`src/rtl/slir_pkg.sv`:
```
`default_nettype none
// ----------------------------------------------------------------------------
// slir_pkg: shared types and constants for the sorted list insert/remove block
// Holds the field widths, the operation codes and the flag bundle that each
// list cell passes to its neighbors and to the top level.
// ----------------------------------------------------------------------------
package slir_pkg;

  // Field widths of the input and result transfers.
  localparam int VALUE_W = 32;
  localparam int COUNT_W = 5;
  localparam int POS_W   = 4;

  // Operation codes carried on the kind field.
  localparam logic OP_INSERT = 1'b0;
  localparam logic OP_REMOVE = 1'b1;

  // Comparison flags of one cell against the value of the current transfer.
  typedef struct packed {
    logic le;  // holds a valid entry that is less than or equal to the value
    logic lt;  // holds a valid entry that is strictly less than the value
    logic eq;  // holds a valid entry equal to the value
  } cell_flags_t;

endpackage : slir_pkg
`default_nettype wire

```
`src/rtl/slir_encode.sv`:
```
`default_nettype none
// ----------------------------------------------------------------------------
// slir_encode: one-hot to binary index encoder
// Turns the single hit flag raised by one list cell into that cell's index.
// ----------------------------------------------------------------------------
module slir_encode #(
  parameter int N     = 16,
  parameter int IDX_W = 4
) (
  input  wire logic [N-1:0]     hot,
  output logic      [IDX_W-1:0] idx
);

  // OR together the indexes of all raised flags; at most one is raised.
  always_comb begin
    idx = '0;
    for (int i = 0; i < N; i++) begin
      if (hot[i]) begin
        idx = idx | IDX_W'(i);
      end
    end
  end

endmodule : slir_encode
`default_nettype wire

```
`src/rtl/slir_cell.sv`:
```
`default_nettype none
// ----------------------------------------------------------------------------
// slir_cell: one storage cell of the sorted list
// Holds one entry, compares it with the broadcast value and, on an update,
// takes its next entry from itself, the value, or a neighbor cell.
// ----------------------------------------------------------------------------
module slir_cell #(
  parameter int IDX   = 0,
  parameter int CNT_W = 5
) (
  input  wire logic                              clk,
  input  wire logic                              upd,
  input  wire logic                              kind,
  input  wire logic signed [slir_pkg::VALUE_W-1:0] value,
  input  wire logic [CNT_W-1:0]                  count,
  input  wire logic                              found,
  input  wire slir_pkg::cell_flags_t             left_flags,
  input  wire logic signed [slir_pkg::VALUE_W-1:0] left_entry,
  input  wire logic signed [slir_pkg::VALUE_W-1:0] right_entry,
  output slir_pkg::cell_flags_t                  flags,
  output logic signed [slir_pkg::VALUE_W-1:0]    entry,
  output logic                                   hit
);
  import slir_pkg::*;

  logic                      valid;
  logic signed [VALUE_W-1:0] entry_r;
  logic signed [VALUE_W-1:0] entry_nxt;

  // The cell holds a live entry when its index is below the fill count.
  assign valid = (count > CNT_W'(IDX));

  // Compare the stored entry with the broadcast value.
  always_comb begin
    flags.le = valid && (entry_r <= value);
    flags.lt = valid && (entry_r < value);
    flags.eq = valid && (entry_r == value);
  end

  // Insert lands where the left neighbor is still at or below the value and
  // this cell is not; remove hits the first cell of a run of equal entries.
  always_comb begin
    if (kind == OP_INSERT) begin
      hit = left_flags.le && !flags.le;
    end else begin
      hit = flags.eq && !left_flags.eq;
    end
  end

  // Next entry: keep, take the value, shift up from the left or down from
  // the right.
  always_comb begin
    entry_nxt = entry_r;
    if (kind == OP_INSERT) begin
      if (!flags.le) begin
        entry_nxt = left_flags.le ? value : left_entry;
      end
    end else begin
      if (found && !flags.lt) begin
        entry_nxt = right_entry;
      end
    end
  end

  // Entry register, written only when the operation takes effect.
  always_ff @(posedge clk) begin
    if (upd) begin
      entry_r <= entry_nxt;
    end
  end

  assign entry = entry_r;

endmodule : slir_cell
`default_nettype wire

```
`src/rtl/sorted_list_insert_remove_top.sv`:
```
`default_nettype none
// ----------------------------------------------------------------------------
// sorted_list_insert_remove_top: sorted list with insert and remove
// Keeps up to LIST_DEPTH signed values in ascending order in a row of cells.
//
// Input channel (in_valid, in_stall, in_kind, in_value): each transfer is an
// insert (kind 0) or a remove of the first equal entry (kind 1). An insert
// goes after any equal entries and fails on a full list; a remove fails when
// the value is absent.
// Result channel (out_valid, out_stall, out_ok, out_count, out_position):
// one result per input transfer, in order; position is zero on failure.
// The result is registered at the edge that takes the input. Throughput is
// one item per cycle while the receiver does not stall; every cell compares
// against the broadcast value and shifts with its neighbors in that same
// cycle, so the list update is finished before the next item arrives.
// Reset empties the list and drops any pending result. While the receiver
// stalls a pending result, the result register holds its contents and in_stall is raised.
// ----------------------------------------------------------------------------
module sorted_list_insert_remove_top #(
  parameter int LIST_DEPTH = 16
) (
  input  wire logic                             clk,
  input  wire logic                             rst_n,
  input  wire logic                             in_valid,
  output logic                                  in_stall,
  input  wire logic                             in_kind,
  input  wire logic signed [slir_pkg::VALUE_W-1:0] in_value,
  output logic                                  out_valid,
  input  wire logic                             out_stall,
  output logic                                  out_ok,
  output logic [slir_pkg::COUNT_W-1:0]          out_count,
  output logic [slir_pkg::POS_W-1:0]            out_position
);
  import slir_pkg::*;

  localparam int CNT_W = $clog2(LIST_DEPTH + 1);
  localparam int IDX_W = (LIST_DEPTH > 1) ? $clog2(LIST_DEPTH) : 1;

  logic                      accept;
  logic                      full;
  logic                      found;
  logic                      ok;
  logic                      upd;
  logic [IDX_W-1:0]          pos;
  logic [LIST_DEPTH-1:0]     hits;
  logic [LIST_DEPTH-1:0]     eqs;
  cell_flags_t               flags    [LIST_DEPTH];
  cell_flags_t               lflags   [LIST_DEPTH];
  logic signed [VALUE_W-1:0] entries  [LIST_DEPTH];
  logic signed [VALUE_W-1:0] lentries [LIST_DEPTH];
  logic signed [VALUE_W-1:0] rentries [LIST_DEPTH];

  logic [CNT_W-1:0]   count_r, count_nxt;
  logic               out_valid_r, out_valid_nxt;
  logic               out_ok_r;
  logic [COUNT_W-1:0] out_count_r;
  logic [POS_W-1:0]   out_position_r;

  // Input transfer is taken whenever the result register is free or drains.
  assign in_stall = out_valid_r && out_stall;
  assign accept   = in_valid && !in_stall;

  // Neighbor wiring of the cell row; the row ends behave as open boundaries.
  for (genvar g = 0; g < LIST_DEPTH; g++) begin : g_cell
    if (g == 0) begin : g_first
      assign lflags[g]   = '{le: 1'b1, lt: 1'b1, eq: 1'b0};
      assign lentries[g] = in_value;
    end else begin : g_mid
      assign lflags[g]   = flags[g-1];
      assign lentries[g] = entries[g-1];
    end
    if (g == LIST_DEPTH - 1) begin : g_last
      assign rentries[g] = entries[g];
    end else begin : g_inner
      assign rentries[g] = entries[g+1];
    end
    assign eqs[g] = flags[g].eq;

    slir_cell #(
      .IDX   (g),
      .CNT_W (CNT_W)
    ) u_cell (
      .clk         (clk),
      .upd         (upd),
      .kind        (in_kind),
      .value       (in_value),
      .count       (count_r),
      .found       (found),
      .left_flags  (lflags[g]),
      .left_entry  (lentries[g]),
      .right_entry (rentries[g]),
      .flags       (flags[g]),
      .entry       (entries[g]),
      .hit         (hits[g])
    );
  end

  // Index of the cell that the operation touches.
  slir_encode #(
    .N     (LIST_DEPTH),
    .IDX_W (IDX_W)
  ) u_encode (
    .hot (hits),
    .idx (pos)
  );

  // Outcome of the current operation.
  assign full  = (count_r == CNT_W'(LIST_DEPTH));
  assign found = |eqs;
  assign ok    = (in_kind == OP_INSERT) ? !full : found;
  assign upd   = accept && ok;

  // Fill count follows every successful operation.
  always_comb begin
    count_nxt = count_r;
    if (upd) begin
      if (in_kind == OP_INSERT) begin
        count_nxt = count_r + CNT_W'(1);
      end else begin
        count_nxt = count_r - CNT_W'(1);
      end
    end
  end

  // Result register valid flag.
  always_comb begin
    if (accept) begin
      out_valid_nxt = 1'b1;
    end else if (out_stall) begin
      out_valid_nxt = out_valid_r;
    end else begin
      out_valid_nxt = 1'b0;
    end
  end

  // Control registers.
  always_ff @(posedge clk) begin
    if (!rst_n) begin
      count_r     <= '0;
      out_valid_r <= 1'b0;
    end else begin
      count_r     <= count_nxt;
      out_valid_r <= out_valid_nxt;
    end
  end

  // Result payload, loaded on each accepted transfer.
  always_ff @(posedge clk) begin
    if (accept) begin
      out_ok_r       <= ok;
      out_count_r    <= COUNT_W'(count_nxt);
      out_position_r <= ok ? POS_W'(pos) : '0;
    end
  end

  assign out_valid    = out_valid_r;
  assign out_ok       = out_ok_r;
  assign out_count    = out_count_r;
  assign out_position = out_position_r;

endmodule : sorted_list_insert_remove_top
`default_nettype wire

```
`config.mk`:
```
export PLATFORM = sky130hd
export DESIGN_NAME = sorted_list_insert_remove_top
export DESIGN_NICKNAME = d
export VERILOG_FILES = /design/src/rtl/slir_pkg.sv /design/src/rtl/slir_encode.sv /design/src/rtl/slir_cell.sv /design/src/rtl/sorted_list_insert_remove_top.sv
export SDC_FILE = /design/constraint.sdc
export NUM_CORES = 2
export LEC_CHECK = 0
export BUFFER_PORTS_ARGS = -buffer_cell sky130_fd_sc_hd__buf_4
export CORE_MARGIN = 2
export CORE_UTILIZATION = 40
export DETAILED_ROUTE_END_ITERATION = 7
export PLACE_DENSITY = 0.52
export SYNTH_ARGS = -nofsm -noshare
export SYNTH_HDL_FRONTEND = slang
export SYNTH_SLANG_ARGS = --single-unit
```
`constraint.sdc`:
```
create_clock -name clk -period 9.7 [get_ports clk]
set_clock_uncertainty 0.1 [all_clocks]
set_input_delay 1.455 -clock clk [delete_from_list [all_inputs] [get_ports clk]]
set_output_delay 1.455 -clock clk [all_outputs]
set_load 0.005 [all_outputs]
```
* After elaboration in Yosys (flattened, before gate mapping)
Index checks and enable logic that the tools add are counted.
** Storage, ports and cells
- Logic and storage cells :: 374
- Output and inout port bits :: 12
- Bits in registers :: 528
- Bits of input ports :: 37
** Cells by class
- Equality and inequality tests :: 48
- Bitwise operators :: 2
- Order comparisons :: 47
- Reductions and logical operators :: 159
- Mux-type cells :: 95
- $add $sub $neg :: 2
** Operators with widths (count)
- two-way mux 32 bit :: 60
- equality test 32 bit :: 16
- less-or-equal comparator 32 bit :: 16
- < comparator 32 bit :: 15
- logical AND 1 bit :: 95
- AND reduction 3 bit :: 16
- logical NOT 1 bit :: 47
- greater-than comparator 5 x 4 -> 1 bit (second input constant) :: 8
- two-way mux 4 bit :: 8
- != test 2 x 1 -> 1 bit (second input constant) :: 16
- != test 2 bit (second input constant) :: 15
- greater-than comparator 5 x 3 -> 1 bit (second input constant) :: 4
- two-way mux 1 bit :: 19
- OR reduction 16 bit :: 1
- two-way mux 3 bit :: 4
- greater-than comparator 5 x 1 -> 1 bit (second input constant) :: 2
- greater-than comparator 5 x 2 -> 1 bit (second input constant) :: 2
- two-way mux 5 bit :: 2
- adder 5 x 1 -> 5 bit (second input constant) :: 1
- equality test 5 bit (second input constant) :: 1
- subtractor 5 x 1 -> 5 bit (second input constant) :: 1
- two-way mux 2 bit :: 2
- inverter 1 bit :: 2

* Depth between registers and ports, before layout
- Word-level depth :: 20
- Mapped depth :: 14
- Depth with buffers taken out :: 11

* Modules after synthesis
A second synthesis with hierarchy kept.
** Unflattened totals
- Cell total of the unflattened synthesis :: 4459
- Area total of the unflattened synthesis :: 41507.3 um^2
** By module, submodules not included
- slir_cell (g_cell[13].u_cell ...) :: seq. area each 960.9 um^2, times used 2, area an instance 2533.7 um^2, cells an instance 275
- slir_cell (g_cell[11].u_cell ...) :: seq. area each 960.9 um^2, times used 2, area an instance 2532.4 um^2, cells an instance 275
- slir_cell (g_cell[2].u_cell) :: seq. area each 960.9 um^2, times used 1, area an instance 2595.0 um^2, cells an instance 275
- slir_cell (g_cell[0].u_cell) :: seq. area each 960.9 um^2, times used 1, area an instance 2592.5 um^2, cells an instance 275
- slir_cell (g_cell[9].u_cell) :: seq. area each 960.9 um^2, times used 1, area an instance 2560.0 um^2, cells an instance 278
- slir_cell (g_cell[4].u_cell) :: seq. area each 960.9 um^2, times used 1, area an instance 2548.7 um^2, cells an instance 275
- slir_cell (g_cell[12].u_cell) :: seq. area each 960.9 um^2, times used 1, area an instance 2544.9 um^2, cells an instance 277
- slir_cell (g_cell[10].u_cell) :: seq. area each 960.9 um^2, times used 1, area an instance 2542.4 um^2, cells an instance 275
- slir_cell (g_cell[6].u_cell) :: seq. area each 960.9 um^2, times used 1, area an instance 2537.4 um^2, cells an instance 276
- slir_cell (g_cell[14].u_cell) :: seq. area each 960.9 um^2, times used 1, area an instance 2536.2 um^2, cells an instance 275
- slir_cell (g_cell[5].u_cell) :: seq. area each 960.9 um^2, times used 1, area an instance 2534.9 um^2, cells an instance 275
- slir_cell (g_cell[15].u_cell) :: seq. area each 960.9 um^2, times used 1, area an instance 2532.4 um^2, cells an instance 274
- slir_cell (g_cell[8].u_cell) :: seq. area each 960.9 um^2, times used 1, area an instance 2508.7 um^2, cells an instance 272
- slir_cell (g_cell[7].u_cell) :: seq. area each 960.9 um^2, times used 1, area an instance 2477.4 um^2, cells an instance 261
- +2 rows

* Least setup slack after synthesis
OpenSTA, ideal clock, no wires.
- Kind :: in2reg
- From :: input in_value[31] (netlist bit)
- To :: register g_cell[0].u_cell.entry_r[0], enable pin
- Slack :: 3284 ps
- Arrival :: 5846 ps
- Stages :: 11
- Setup time :: 470 ps
- Path through :: inv_1 > ha_1 > nand4_1 > nor4_1 > and3_4 > nand4b_1 > or4_1 > buf_2 > o21bai_2 > buf_4 > a211oi_1
** Between the ends
- Longest elaborated chain between the ends :: 6
- Elaborated cells between the ends (all ways) :: 44
- Classes of those cells :: 2 x order compare; 18 x eq/ne; 1 x mux; 23 x reduce/logical
** RTL lines
- start, declared :: line sorted_list_insert_remove_top.sv:27 : input wire logic signed [slir_pkg::VALUE_W-1:0] in_value,
- < comparator 32 bit / equality test 32 bit (equally long branches) :: line slir_cell.sv:36, slir_cell.sv:37
- logical AND 1 bit (on tied branches) :: line slir_cell.sv:36, slir_cell.sv:37
- logical NOT 1 bit / OR reduction 16 bit (equally long branches) :: line slir_cell.sv:59, sorted_list_insert_remove_top.sv:109
- logical AND 1 bit / two-way mux 1 bit (equally long branches) :: line slir_cell.sv:59, sorted_list_insert_remove_top.sv:110
- != test 2 x 1 -> 1 bit (no source line) / logical AND 1 bit (equally long branches)
- AND reduction 3 bit (no source line) *
- end signal, assigned :: line slir_cell.sv:68 : entry_r <= entry_nxt;
- end, declared :: line slir_cell.sv:27 : logic signed [VALUE_W-1:0] entry_r;
Mark *: on every way between the ends. The rest lies on a longest branch, timed or not.
A chain may end at the register's enable or synchronous reset.

* Worst setup path in the final report
- From :: input in_value[2] (netlist bit)
- To :: register g_cell[2].u_cell.entry_r[4], enable pin
** Between the ends
- Longest elaborated chain between the ends :: 6
- Elaborated cells between the ends (all ways) :: 44
- Classes of those cells :: 2 x order compare; 18 x eq/ne; 1 x mux; 23 x reduce/logical
** RTL lines (line)
- < comparator 32 bit / equality test 32 bit (equally long branches) :: slir_cell.sv:36, slir_cell.sv:37
- logical AND 1 bit (on tied branches) :: slir_cell.sv:36, slir_cell.sv:37
- logical NOT 1 bit / OR reduction 16 bit (equally long branches) :: slir_cell.sv:59, sorted_list_insert_remove_top.sv:109
- logical AND 1 bit / two-way mux 1 bit (equally long branches) :: slir_cell.sv:59, sorted_list_insert_remove_top.sv:110
- != test 2 x 1 -> 1 bit (no source line) / logical AND 1 bit (equally long branches)
- AND reduction 3 bit (no source line) *
- end signal, assigned :: slir_cell.sv:68
- end, declared :: slir_cell.sv:27
Marks and branches as above.

==> summary.md <==
| Metric | Value |
|---|---|
| Flop and latch count out of synthesis | 528 |
| R2R Path Start | count_r[1] |
| Layout area overhead | 9.988% |
| # setup viols final | 0 |
| Core area | 0.09529 mm^2 |
| Main combinational cell family by area after synthesis | adder cells |
| Crit path time final | 6.385 ns |
| Vias per cell | 5.963 |
| Hold/Removal Path Class | reg -> reg |
| CP Capture Type | register |
| Yosys cell types | 81 |
| CTS root buffer | clkbuf_16 |
| Crit-path max FO | 20 |
| HP Start | g_cell[12].u_cell.entry[0] |
| First-pass GRT wire length | 198,500 um |
| GRT Residual Overflow | 0 |
| Synth Area in Compound Gates | 0.1539 |
| WS Path Type | in -> reg |
| Arrival time worst endpoint | 6.57 ns |
| Synth Area in Simple Gates | 0.1334 |
| Cts hold-fix bufs | 0 |
| Top FF cell, synth | edfxtp_1 |
| Boundary Pins | 49 |
| DRT antenna net count | 0 |
| Synth Area per Inst | 9.782 um^2 |
| Slew Limit Fails | 0 |
| Post-synth design cell area | 0.03853 mm^2 |
| Hold Path End | g_cell[11].u_cell.entry[0] |
| Placed cells | 5,089 |
| Buffers on Ports | 48 |
| H-tree depth | 3 |
| Post-CTS Resized | 0 |
| Clk sinks | 528 |
| Detailed-placement wirelength estimate | 96,950 um |
| Final Net Count | 4,450 |
| Drt total wl | 134,600 um |
| Die height | 314.4 um |
| Max VDD drop | 0.09995 mV |
| Clock buffer depth | 3 |
| Status | finished, final reports clean |
| Die area | 0.09883 mm^2 |
| Number of synthesized flops with an enable pin | 522 |
| Later-pin clock latency in the skew report | 0.64 ns |
| Xor and xnor area share after synthesis | 0.002046 |
| Filler cells | 9,150 |
| Max Cap Viol | 0 |
| Initial antenna violation count | 6 |
| Internal reg-to-reg setup slack | 4.03 ns |
| Largest net degree at the start of global routing | 226 |
| Reg2reg path depth | 10 |
| Final worst path period share | 0.6583 |
| All-Layer GR Usage | 0.2687 |
| Ys Warns | 0 |
| Clock transition at path regs | 0.06 ns |
| Leak pwr | 16.94 nW |
| Critical path's largest stage delay | 0.65 ns |
| RSZ-0062 raised after global routing | no |
| Max Freq | 156.6 MHz |
| Cell Rows | 113 |
| Power Density | 156.1 mW/mm^2 |
| Share of cells above drive strength 1 | 0.07121 |
| Critical Path RT | 9.88 ns |
| Sequential fraction of the synthesis area | 0.4099 |
| CTS tree | yes |
| FF+latch area | 0.01580 mm^2 |
| Ys async rst share | 0 |
| Gpl congestion | 0.9163 |
| CTS buffer count | 70 |
| Max-slew headroom | 0.09968 |
| Tightest Pin Transition | 1.350 ns |
| Post-CTS Setup Repair Bufs | 0 |
| Post-Synthesis Cells | 3,939 |
| Final hold slack | 0.4652 ns |
| Die width | 314.4 um |
| Mux share of post-synthesis cell area | 0.09978 |
| Initial Util | 0.4044 |
| Post-Synth Adder-Cell Area | 0.1679 |
| DRT iter0 DRCs | 3,422 |
| Hold path depth | 2 |
| Final hold violations | 0 |
| DR pass1 iterations | 6 |
| DRC viols | 0 |
| Worst path slowest cell | nor2_4 |
| Multi-input gate area | 0.02171 mm^2 |
| Total number of vias | 31,110 |
| R2r endpoint | g_cell[2].u_cell.entry[4] |
| Drt wl/cell | 25.80 um |
| CP startpoint kind | primary input |
| Setup TNS | 0 ns |
| Vias in the first global route | 29,830 |
| Worst-path cell chain | buf_4 -> inv_1 -> ha_1 -> nand4_1 -> nor4_1 -> o2111ai_1 -> nand4_1 -> or4_1 -> o21bai_2 -> nor2_4 -> buf_4 |
| Non-Filler Instances | 5,217 |
| Syn nets | 4,493 |
==> report_power, final <==
part | switching (mW) | internal (mW) | total [mW]
clock | 1.07 | 1.50 | 2.57
combinational | 0.788 | 0.423 | 1.21
sequential | 0.138 | 2.70 | 2.84
total | 2.00 | 4.62 | 6.62
==> routing by layer <==
layer  global-route usage  routed length (um)  vias up
li1                     -                   -    14780
met1               0.3803               61210    15080
met4              0.08907                4088        0
met2               0.4229               60600     1059
met3              0.03682                8703      197
met5                    0                   0        -
==> cells in the mapped netlist (18+ instances only) <==
master    count  area share
ha_1        517        0.17
nor3_1       28      0.0036
a21oi_1     341       0.044
buf_2        53      0.0069
mux2_2       33      0.0096
a221oi_1     20      0.0045
nand3_1      72      0.0094
o211ai_1     18      0.0035
nor2b_1      27      0.0044
clkbuf_1    150       0.015
nand4_1     132       0.021
nor2_1      152       0.015
o21ai_0     534       0.069
nand2_1     604       0.059
inv_1        81      0.0079
o21ai_1      29      0.0038
nor4_1       31      0.0050
mux2i_1     347       0.090
edfxtp_1    522        0.41
==> registers in the layout, summed over array words and instances (netlist names) <==
| signal | flops |
|---|---|
| g_cell.u_cell.entry | 512 |
| count_r | 5 |
| out_position | 4 |
| out_valid | 1 |
| out_count | 5 |
| out_ok | 1 |
==> cells in the final DEF, fill, tap and decap left out, types with 31 or more instances in the layout <==
cell type  netlist  routed
clkbuf_16        0      73
mux2i_1        347     347
nand2_1        604     604
inv_1           81      81
a21oi_1        341     335
buf_4            2     100
o21ai_0        534     532
mux2_2          33      33
nand3_1         72      72
nor4_1          31      31
nand4_1        132     132
nor2_1         152     144
edfxtp_1       522     522
ha_1           517     517
==> stage by stage <==
| stage | area (um^2) | util | setup slack [ns] | power, mW |
|---|---|---|---|---|
| 4_1_cts | 42370 | 0.4446 | 3.530 | 6.645 |
| 3_3_place_gp | 40200 | 0.4219 | 2.917 | 4.062 |
| 2_1_floorplan | 38530 | - | 3.284 | 3.624 |
| 3_5_place_dp | 40200 | 0.4219 | 2.848 | 4.076 |
| 6_report | 42380 | 0.4447 | 3.315 | 6.617 |
| 5_1_grt | 42380 | 0.4447 | 3.200 | 6.881 |
==> worst max-delay path, delay by kind of cell <==
kind	cells	cell delay, ns
AO/OA/AOI/OAI	2	1.06
adder cells (fa/ha/maj)	1	0.57
AND/OR/NAND/NOR	5	2.09
buffers and inverters	3	1.30
==> cell families after synthesis <==
kind of cell | Yosys count
compound gates | 1074
xor+xnor | 9
fa+ha+maj | 517
buf+inv | 302
flops | 528
mux | 380
simple gates | 1129
==> how the worst max path moves through the flow <==
stage / start / to / slack [ns] / depth (start not counted)
floorplan: in_value[31] / g_cell[0].u_cell.entry[0] / 3.28 / 11
global placement: in_value[2] / g_cell[2].u_cell.entry[10] / 2.92 / 11
detailed placement: in_value[25] / g_cell[3].u_cell.entry[23] / 2.85 / 12
CTS: in_value[2] / g_cell[2].u_cell.entry[9] / 3.53 / 11
global route: in_value[26] / g_cell[3].u_cell.entry[25] / 3.20 / 12
finish: in_value[2] / g_cell[2].u_cell.entry[4] / 3.31 / 11
==> layout make-up <==
type / count / area share
Timing Repair Buffer: 103 / 0.01901
Sequential cell: 528 / 0.3727
Inverter: 84 / 0.007440
Antenna cell: 6 / 0.0003543
Clock inverter: 34 / 0.006583
Multi-Input combinational cell: 3109 / 0.5121
Tap cell: 1265 / 0.03735
Clock buffer: 88 / 0.04443
(Power assumes the default switching activity.)
